--- config.mk ---
export PLATFORM = sky130hd
export DESIGN_NAME = qrk4_ctrl
export DESIGN_NICKNAME = d
export VERILOG_FILES = /design/src/sv/qrk4_pkg.sv /design/src/sv/qrk4_ctrl.sv
export SDC_FILE = /design/constraint.sdc
export NUM_CORES = 1
export LEC_CHECK = 0
export BUFFER_PORTS_ARGS = -buffer_cell sky130_fd_sc_hd__buf_2
export CAP_MARGIN = 20
export CORE_MARGIN = 2
export CORE_UTILIZATION = 53
export CTS_BUF_LIST = sky130_fd_sc_hd__clkbuf_4
export DETAILED_ROUTE_END_ITERATION = 7
export GPL_TIMING_DRIVEN = 0
export HOLD_SLACK_MARGIN = 0.05
export PLACE_DENSITY_LB_ADDON = 0.25
export REMOVE_ABC_BUFFERS = 1
export SLEW_MARGIN = 20
export SYNTH_ARGS = -nofsm -noshare
export SYNTH_HDL_FRONTEND = slang
export SYNTH_SLANG_ARGS = --single-unit
--- constraint.sdc ---
create_clock -name i_clk -period 1.5 [get_ports i_clk]
set_input_delay 0.075 -clock i_clk [delete_from_list [all_inputs] [get_ports i_clk]]
set_output_delay 0.075 -clock i_clk [all_outputs]
set_load 0.05 [all_outputs]
--- src/sv/qrk4_pkg.sv ---
// Shared types, constants and helper functions of the quaternion RK4 integrator.
`timescale 1ns / 1ps
`default_nettype none

package qrk4_pkg;

    localparam int Q_W    = 32;
    localparam int NUM_W  = 61;
    localparam int DEN_W  = 32;
    localparam int CNT_W  = 6;
    localparam int SQRT_STEPS = 32;
    localparam int D6_STEPS   = 4;
    localparam logic [11:0] D6_RECIP = 12'd2731;
    localparam logic signed [Q_W-1:0] ONE_Q30 = 32'sh4000_0000;
    localparam logic signed [Q_W-1:0] MAX_Q   = 32'sh7fff_ffff;
    localparam logic signed [Q_W-1:0] MIN_Q   = 32'sh8000_0000;

    typedef enum logic [4:0] {
        OP_NONE,
        OP_LOAD,
        OP_START,
        OP_MUL_TERM,
        OP_ACC_TERM,
        OP_DSET,
        OP_MUL_HI,
        OP_MUL_LO,
        OP_KFIN,
        OP_UPD,
        OP_DIV6_START,
        OP_DIV6_STEP,
        OP_DIV6_FIN,
        OP_MUL_SQ,
        OP_SQ_ACC,
        OP_SQRT_INIT,
        OP_SQRT_STEP,
        OP_NDIV_START,
        OP_NDIV_FIN,
        OP_IDENT,
        OP_PUBLISH
    } t_op;

    typedef struct packed {
        t_op        op;
        logic [1:0] idx;
        logic [3:0] term;
        logic [1:0] sub;
        logic [1:0] stage;
    } t_cmd;

    typedef struct packed {
        logic div_done;
        logic ss_zero;
    } t_status;

    // quaternion index of product term t of the derivative
    function automatic logic [1:0] term_q(input logic [3:0] t);
        logic [1:0] r;
        unique case (t)
            4'd0, 4'd3, 4'd6: r = 2'd3;
            4'd1, 4'd8, 4'd10: r = 2'd1;
            4'd2, 4'd4, 4'd11: r = 2'd2;
            default: r = 2'd0;
        endcase
        return r;
    endfunction

    // omega index of product term t
    function automatic logic [1:0] term_om(input logic [3:0] t);
        logic [1:0] r;
        unique case (t)
            4'd0, 4'd4, 4'd8, 4'd9: r = 2'd0;
            4'd2, 4'd3, 4'd7, 4'd10: r = 2'd1;
            default: r = 2'd2;
        endcase
        return r;
    endfunction

    function automatic logic term_neg(input logic [3:0] t);
        logic r;
        unique case (t)
            4'd2, 4'd5, 4'd8, 4'd9, 4'd10, 4'd11: r = 1'b1;
            default: r = 1'b0;
        endcase
        return r;
    endfunction

    function automatic logic signed [Q_W-1:0] sat32(input logic signed [63:0] v);
        logic signed [Q_W-1:0] r;
        if (v > 64'sd2147483647) begin
            r = MAX_Q;
        end else if (v < -64'sd2147483648) begin
            r = MIN_Q;
        end else begin
            r = v[Q_W-1:0];
        end
        return r;
    endfunction

endpackage

`default_nettype wire

--- src/sv/qrk4_ctrl.sv ---
// Controller: sequences the RK4 step, norm, square root and divides on the datapath.
`timescale 1ns / 1ps
`default_nettype none

module qrk4_ctrl (
    input  wire logic               i_clk,
    input  wire logic               i_rst_n,
    input  wire logic               i_accept,
    input  wire logic               i_req_type,
    input  wire logic               i_out_ready,
    input  wire qrk4_pkg::t_status  i_status,
    output qrk4_pkg::t_cmd          o_cmd,
    output logic                    o_in_ready,
    output logic                    o_out_valid
);

    typedef enum logic [4:0] {
        S_IDLE,
        S_TERM_MUL,
        S_TERM_ACC,
        S_DSET,
        S_MHI,
        S_MLO,
        S_KFIN,
        S_UPD,
        S_D6_START,
        S_D6_STEP,
        S_D6_FIN,
        S_SQ_MUL,
        S_SQ_ACC,
        S_SQ_CHK,
        S_SQRT_INIT,
        S_SQRT,
        S_ND_START,
        S_ND_WAIT,
        S_ND_FIN,
        S_IDENT,
        S_PUB
    } t_state;

    t_state                     r_state;
    logic [1:0]                 r_i;
    logic [1:0]                 r_sub;
    logic [1:0]                 r_stage;
    logic [qrk4_pkg::CNT_W-1:0] r_cnt;
    logic                       r_out_valid;
    logic                       publish;

    assign publish = (r_state == S_PUB) && (!r_out_valid || i_out_ready);

    always_comb begin
        o_cmd.op    = qrk4_pkg::OP_NONE;
        o_cmd.idx   = r_i;
        o_cmd.term  = 4'(4'(r_i) * 4'd3 + 4'(r_sub));
        o_cmd.sub   = r_sub;
        o_cmd.stage = r_stage;
        unique case (r_state)
            S_IDLE: begin
                if (i_accept) begin
                    o_cmd.op = i_req_type ? qrk4_pkg::OP_START : qrk4_pkg::OP_LOAD;
                end
            end
            S_TERM_MUL:  o_cmd.op = qrk4_pkg::OP_MUL_TERM;
            S_TERM_ACC:  o_cmd.op = qrk4_pkg::OP_ACC_TERM;
            S_DSET:      o_cmd.op = qrk4_pkg::OP_DSET;
            S_MHI:       o_cmd.op = qrk4_pkg::OP_MUL_HI;
            S_MLO:       o_cmd.op = qrk4_pkg::OP_MUL_LO;
            S_KFIN:      o_cmd.op = qrk4_pkg::OP_KFIN;
            S_UPD:       o_cmd.op = qrk4_pkg::OP_UPD;
            S_D6_START:  o_cmd.op = qrk4_pkg::OP_DIV6_START;
            S_D6_STEP:   o_cmd.op = qrk4_pkg::OP_DIV6_STEP;
            S_D6_FIN:    o_cmd.op = qrk4_pkg::OP_DIV6_FIN;
            S_SQ_MUL:    o_cmd.op = qrk4_pkg::OP_MUL_SQ;
            S_SQ_ACC:    o_cmd.op = qrk4_pkg::OP_SQ_ACC;
            S_SQRT_INIT: o_cmd.op = qrk4_pkg::OP_SQRT_INIT;
            S_SQRT:      o_cmd.op = qrk4_pkg::OP_SQRT_STEP;
            S_ND_START:  o_cmd.op = qrk4_pkg::OP_NDIV_START;
            S_ND_FIN:    o_cmd.op = qrk4_pkg::OP_NDIV_FIN;
            S_IDENT:     o_cmd.op = qrk4_pkg::OP_IDENT;
            S_PUB: begin
                if (publish) begin
                    o_cmd.op = qrk4_pkg::OP_PUBLISH;
                end
            end
            default: begin
            end
        endcase
    end

    always_ff @(posedge i_clk) begin
        if (!i_rst_n) begin
            r_state     <= S_IDLE;
            r_i         <= '0;
            r_sub       <= '0;
            r_stage     <= '0;
            r_cnt       <= '0;
            r_out_valid <= 1'b0;
        end else begin
            if (publish) begin
                r_out_valid <= 1'b1;
            end else if (i_out_ready) begin
                r_out_valid <= 1'b0;
            end
            unique case (r_state)
                S_IDLE: begin
                    if (i_accept) begin
                        r_i     <= '0;
                        r_sub   <= '0;
                        r_stage <= '0;
                        r_state <= i_req_type ? S_TERM_MUL : S_PUB;
                    end
                end
                S_TERM_MUL: r_state <= S_TERM_ACC;
                S_TERM_ACC: begin
                    if (r_sub == 2'd2) begin
                        r_state <= S_DSET;
                    end else begin
                        r_sub   <= r_sub + 1'b1;
                        r_state <= S_TERM_MUL;
                    end
                end
                S_DSET: r_state <= S_MHI;
                S_MHI:  r_state <= S_MLO;
                S_MLO:  r_state <= S_KFIN;
                S_KFIN: begin
                    r_sub <= '0;
                    r_i   <= r_i + 1'b1;
                    r_state <= (r_i == 2'd3) ? S_UPD : S_TERM_MUL;
                end
                S_UPD: begin
                    if (r_stage == 2'd3) begin
                        r_state <= S_D6_START;
                    end else if (r_i == 2'd3) begin
                        r_i     <= '0;
                        r_stage <= r_stage + 1'b1;
                        r_state <= S_TERM_MUL;
                    end else begin
                        r_i <= r_i + 1'b1;
                    end
                end
                S_D6_START: begin
                    r_cnt   <= '0;
                    r_state <= S_D6_STEP;
                end
                S_D6_STEP: begin
                    r_cnt <= r_cnt + 1'b1;
                    if (r_cnt == qrk4_pkg::CNT_W'(qrk4_pkg::D6_STEPS - 1)) begin
                        r_state <= S_D6_FIN;
                    end
                end
                S_D6_FIN: begin
                    r_i     <= r_i + 1'b1;
                    r_state <= (r_i == 2'd3) ? S_SQ_MUL : S_UPD;
                end
                S_SQ_MUL: r_state <= S_SQ_ACC;
                S_SQ_ACC: begin
                    r_i     <= r_i + 1'b1;
                    r_state <= (r_i == 2'd3) ? S_SQ_CHK : S_SQ_MUL;
                end
                S_SQ_CHK: r_state <= i_status.ss_zero ? S_IDENT : S_SQRT_INIT;
                S_SQRT_INIT: begin
                    r_cnt   <= '0;
                    r_state <= S_SQRT;
                end
                S_SQRT: begin
                    r_cnt <= r_cnt + 1'b1;
                    if (r_cnt == qrk4_pkg::CNT_W'(qrk4_pkg::SQRT_STEPS - 1)) begin
                        r_state <= S_ND_START;
                    end
                end
                S_ND_START: r_state <= S_ND_WAIT;
                S_ND_WAIT: begin
                    if (i_status.div_done) begin
                        r_state <= S_ND_FIN;
                    end
                end
                S_ND_FIN: begin
                    r_i     <= r_i + 1'b1;
                    r_state <= (r_i == 2'd3) ? S_PUB : S_ND_START;
                end
                S_IDENT: r_state <= S_PUB;
                S_PUB: begin
                    if (publish) begin
                        r_state <= S_IDLE;
                    end
                end
                default: r_state <= S_IDLE;
            endcase
        end
    end

    assign o_in_ready  = r_state == S_IDLE;
    assign o_out_valid = r_out_valid;

endmodule

`default_nettype wire

==> results of run 1 <==
cell families after synthesis:
group / Yosys count / synth area share, %
XOR/XNOR: 9 / 5.378
multiplexers: 2 / 1.325
flip-flops: 18 / 22.45
AND/OR/NAND/NOR: 81 / 27.59
buffers and inverters: 25 / 8.339
AO/OA/AOI/OAI: 65 / 27.75
adder cells (fa/ha/maj): 8 / 7.171
synth_stat cells (3+ instances only):
cell type and number:
buf_2 5, o21ai_0 10, clkbuf_1 3, o211ai_1 5
nand2_1 19, a21oi_1 19, xor2_1 5, o31ai_1 3
nand3_1 9, nand4_1 6, nor2b_1 4, nor2_1 16
ha_1 6, nand2b_1 5, inv_1 9, o311a_1 3
xnor2_1 3, nor3_1 5, dfxtp_1 18, buf_6 4
timing repair:
item | 4_1_cts
hold buffers | 0
gates resized for setup | 76
setup buffers | 33
endpoints found under the setup margin | 27
pin swaps | 12
per-stage QoR:
stage | hold slack, ps | util [%] | TNS [ps]
after floorplan | 196.7 | - | -10330
after global placement | 420.0 | 59.41 | -11320
after detailed placement | 437.3 | 59.41 | -11830
after CTS | 107.1 | 78.46 | -2737
==> metrics.txt, run 1 <==
outcome stopped before the end; Last stage global routing; stop err [ERROR DPL-0038] Utilization greater than 100%, impossible to legalize; Synth top area share 22.45%; Placed Cells 248; placed cell areas 1667 µm²; pre-CTS setup slack -665.7 ps; Ports 24; WEP type output port; routability congestion estimate 0.9042; most common flop cell mapped by yosys dfxtp_1; H-Tree Level Count 1; Initial Util 57.23%; Yosys reg bits 18; post-GRT worst EP o_cmd[6]; synth top area cells dfxtp_1 22%, a21oi_1 5.9%, ha_1 4.7%, nand2_1 4.4%, nor2_1 3.7%; Longest Clk Path Bufs 2; Yosys top cell by area dfxtp_1; count of different cell masters after synthesis 60; Post-Syn Instances 208; EDFF count, synth 0; FP Rows 19; sequential area share after synthesis 22.45%; CTS Sinks 18; detailed placement HPWL 2.880 mm; Die W 59.04 µm; Die Height 59.04 µm; FFs w/ async S/R, synth 0%; Yosys warning total 0; CTS Buf Count 3; syn avg cell area 7.718 µm²; Syn Std Cell Area 1605 µm²; largest net degree at the start of global routing 17; port buffer count 23; clock root buffer clkbuf_4
==> inputs of run 2 (changes only) <==
--- a/config.mk
+++ b/config.mk
@@ -8,12 +8,10 @@
 export BUFFER_PORTS_ARGS = -buffer_cell sky130_fd_sc_hd__buf_2
 export CAP_MARGIN = 20
 export CORE_MARGIN = 2
-export CORE_UTILIZATION = 53
-export CTS_BUF_LIST = sky130_fd_sc_hd__clkbuf_4
+export CORE_UTILIZATION = 40
 export DETAILED_ROUTE_END_ITERATION = 7
 export GPL_TIMING_DRIVEN = 0
-export HOLD_SLACK_MARGIN = 0.05
-export PLACE_DENSITY_LB_ADDON = 0.25
+export PLACE_DENSITY_LB_ADDON = 0.15
 export REMOVE_ABC_BUFFERS = 1
 export SLEW_MARGIN = 20
 export SYNTH_ARGS = -nofsm -noshare
==> constraint.sdc (replaced) <==
create_clock -name i_clk -period 2 [get_ports i_clk]
set_input_delay 0.1 -clock i_clk [delete_from_list [all_inputs] [get_ports i_clk]]
set_output_delay 0.1 -clock i_clk [all_outputs]
set_load 0.05 [all_outputs]
==> metrics.txt, run 2 <==
max FFs per register 6; DR vias 1,607; Routed Antenna Nets 0; commonest non-fill, non-tap cell in the layout buf_2; CTS Buf Count 3 (unchanged); setup ws final -74.19 ps; TritonCTS clock tree done; most frequent cells in the layout 20 x buf_2, 19 x nand2_1, 19 x a21oi_1, 14 x nor2_1, 10 x dfxtp_1; Remaining DRCs 0; worst vdd ir 0.6327 mV; post-route clock skew 8.015 ps; Synth top area share 22.45% (unchanged); Hold Fails Final Rpt 0; DIE AREA 4536 µm²; crit end category output port; layout cell share with drive strength beyond 1 24.12%; Critical Path RT 1900 ps; outcome finished with violations (was stopped before the end); Top reg by flops r_cnt; count of different cell masters after synthesis 60 (unchanged); Placed Cells 267 (was 248); GRT Total Usage 20.13%; port buffer count 23 (unchanged); WS Path Type reg2out; fin cells 278; Clk Latency, worst-skew pair 260 ps; # hold bufs at CTS 0 (unchanged); period utilization 103.7%; drt pass-1 iters 4; via density per instance 5.781; most common flop cell mapped by yosys dfxtp_1 (unchanged); maxcap violations 0; worst-margin pin slew 436.3 ps; routed wire length 4.212 mm; Clock Pin Slew Worst Setup and Hold Paths 80 ps; initial antenna violation count 0; switching share of power 54.75%; Final nets 244; FP Rows 23 (was 19); Flop pwr share 27.8%; pwr/cell area 1320 nW/µm²; crit path max fanout 2; top flop regs r_cnt x6, r_state x5; Yosys warning total 0 (unchanged); Layout area overhead 15.35%; sequential area share after synthesis 22.45% (unchanged); H-Tree Level Count 1 (unchanged); synth top area cells dfxtp_1 22%, a21oi_1 5.9%, ha_1 4.7%, nand2_1 4.4%, nor2_1 3.7% (unchanged); Initial Util 40.72% (was 57.23%); WP data arrival 1970 ps; setup violators final 1; Yosys top cell by area dfxtp_1 (unchanged); vias in the first global route 1,409; reg2reg setup slack 130 ps; largest net degree at the start of global routing 33; Final Slew Violations 0; clock root buffer clkbuf_8 (was clkbuf_4); most frequent cells after synthesis 19 x a21oi_1, 19 x nand2_1, 18 x dfxtp_1 (unchanged); Die Height 67.35 µm (was 59.04 µm); slew margin rel. 70.53%; EDFF count, synth 0 (unchanged); FFs w/ async S/R, synth 0% (unchanged); Lkg Pwr 0.7416 nW; startpoint type of the worst setup path flop; Clock Power Share 12.8%; combinational share of power 59.4%; CTS Sinks 18 (unchanged); syn avg cell area 7.718 µm² (unchanged); Die W 67.35 µm (was 59.04 µm); Peak Freq 0.4821 GHz; first-iteration detailed-routing DRC count 110; RSZ-0062 raised after global routing yes; HP Class in2reg; first-pass GRT wire length 6.962 mm; sw power 1.338 mW; Cell Int Power 1.106 mW; shortest period the worst path allows 2074 ps; GRT overflow 0; Routed wire per std cell 15.15 µm; diode count 0; Ports 24 (unchanged); failing checks setup timing; fin util 46.97%; routability congestion estimate 0.8215 (was 0.9042); WHS 175.7 ps; Yosys reg bits 18 (unchanged); detailed placement HPWL 2.904 mm (was 2.880 mm); Longest Clk Path Bufs 2 (unchanged); Post-Syn Instances 208 (unchanged); Core Area 3943 µm²; Syn Std Cell Area 1605 µm² (unchanged)
## run 2: cell counts after synthesis
Identical to the previous run, type by type.
## run 2: power by group through the flow
stage / clock network [mW] / registers [mW] / logic, mW
after floorplan: 0 / 0.627 / 1.10
after global placement: 0 / 0.668 / 1.41
after detailed placement: 0 / 0.663 / 1.41
after CTS: 0.320 / 0.667 / 1.43
after global routing: 0.335 / 0.702 / 1.58
final: 0.312 / 0.681 / 1.45
## run 2: layout make-up
class	instances	area, µm²
flip-flops and latches	18	385.4
inverters	11	45.04
multi-input cells	165	1121
clock buffers	4	55.05
well taps	50	62.56
fillers	412	2091
repair buffers	30	182.7
## run 2: path summary, 6_finish.rpt
path / cells past startpoint / to / from
worst min-delay path: 2 / r_state[2] / i_rst_n
worst max register to register: 6 / r_state[1] / r_i[0]
worst min register to register: 2 / r_cnt[1] / r_cnt[1]
worst max-delay path: 6 / o_cmd[6] / r_sub[1]
## run 2: logic make-up (layout without fill, tap and decap cells)
| logic type | count (synthesis) | in the layout | share of synthesized area, % |
|---|---|---|---|
| AO/OA/AOI/OAI | 65 | 65 | 27.75 |
| XOR/XNOR | 9 | 9 | 5.378 |
| adder cells (fa/ha/maj) | 8 | 8 | 7.171 |
| buffers and inverters | 25 | 45 | 8.339 |
| flip-flops | 18 | 18 | 22.45 |
| multiplexers | 2 | 2 | 1.325 |
| AND/OR/NAND/NOR | 81 | 81 | 27.59 |
## run 2: per-layer routing
| layer | up-vias | wire length, µm | global-route usage (%) | share of wire, % |
|---|---|---|---|---|
| li1 | 812 | - | - | - |
| met1 | 758 | 2049 | 29.43 | 49 |
| met2 | 35 | 1974 | 31.44 | 47 |
| met3 | 2 | 166 | 2.500 | 3.9 |
| met4 | 0 | 21 | 4.592 | 0.50 |
| met5 | - | 0 | 0 | 0 |
## run 2: timing repair
item / in CTS / in global routing
endpoints found under the hold margin: 0 / 0
setup buffers: 2 / 5
pin swaps: 0 / 1
resized for setup: 18 / 6
endpoints found under the setup margin: 19 / 14
## run 2: critical path, cell delays in order (launching register included)
cell,delay [ps]
dfxtp_2,330
fa_1,530
ha_1,140
inv_1,50
fa_1,470
inv_1,50
buf_6,140
## run 2: metrics by stage
| step | power (mW) | cell area [µm²] | setup TNS [ps] | worst slack [ps] |
|---|---|---|---|---|
| finish | 2.445 | 1852 | -74.19 | -74.19 |
| detailed placement | 2.070 | 1690 | -2646 | -264.7 |
| CTS | 2.421 | 1795 | -77.69 | -77.69 |
| global route | 2.617 | 1852 | -268.9 | -180.3 |
| floorplan | 1.731 | 1513 | -2481 | -824.3 |
| global placement | 2.080 | 1690 | -2953 | -291.0 |
Note: power is estimated with default switching activity, not from simulation.
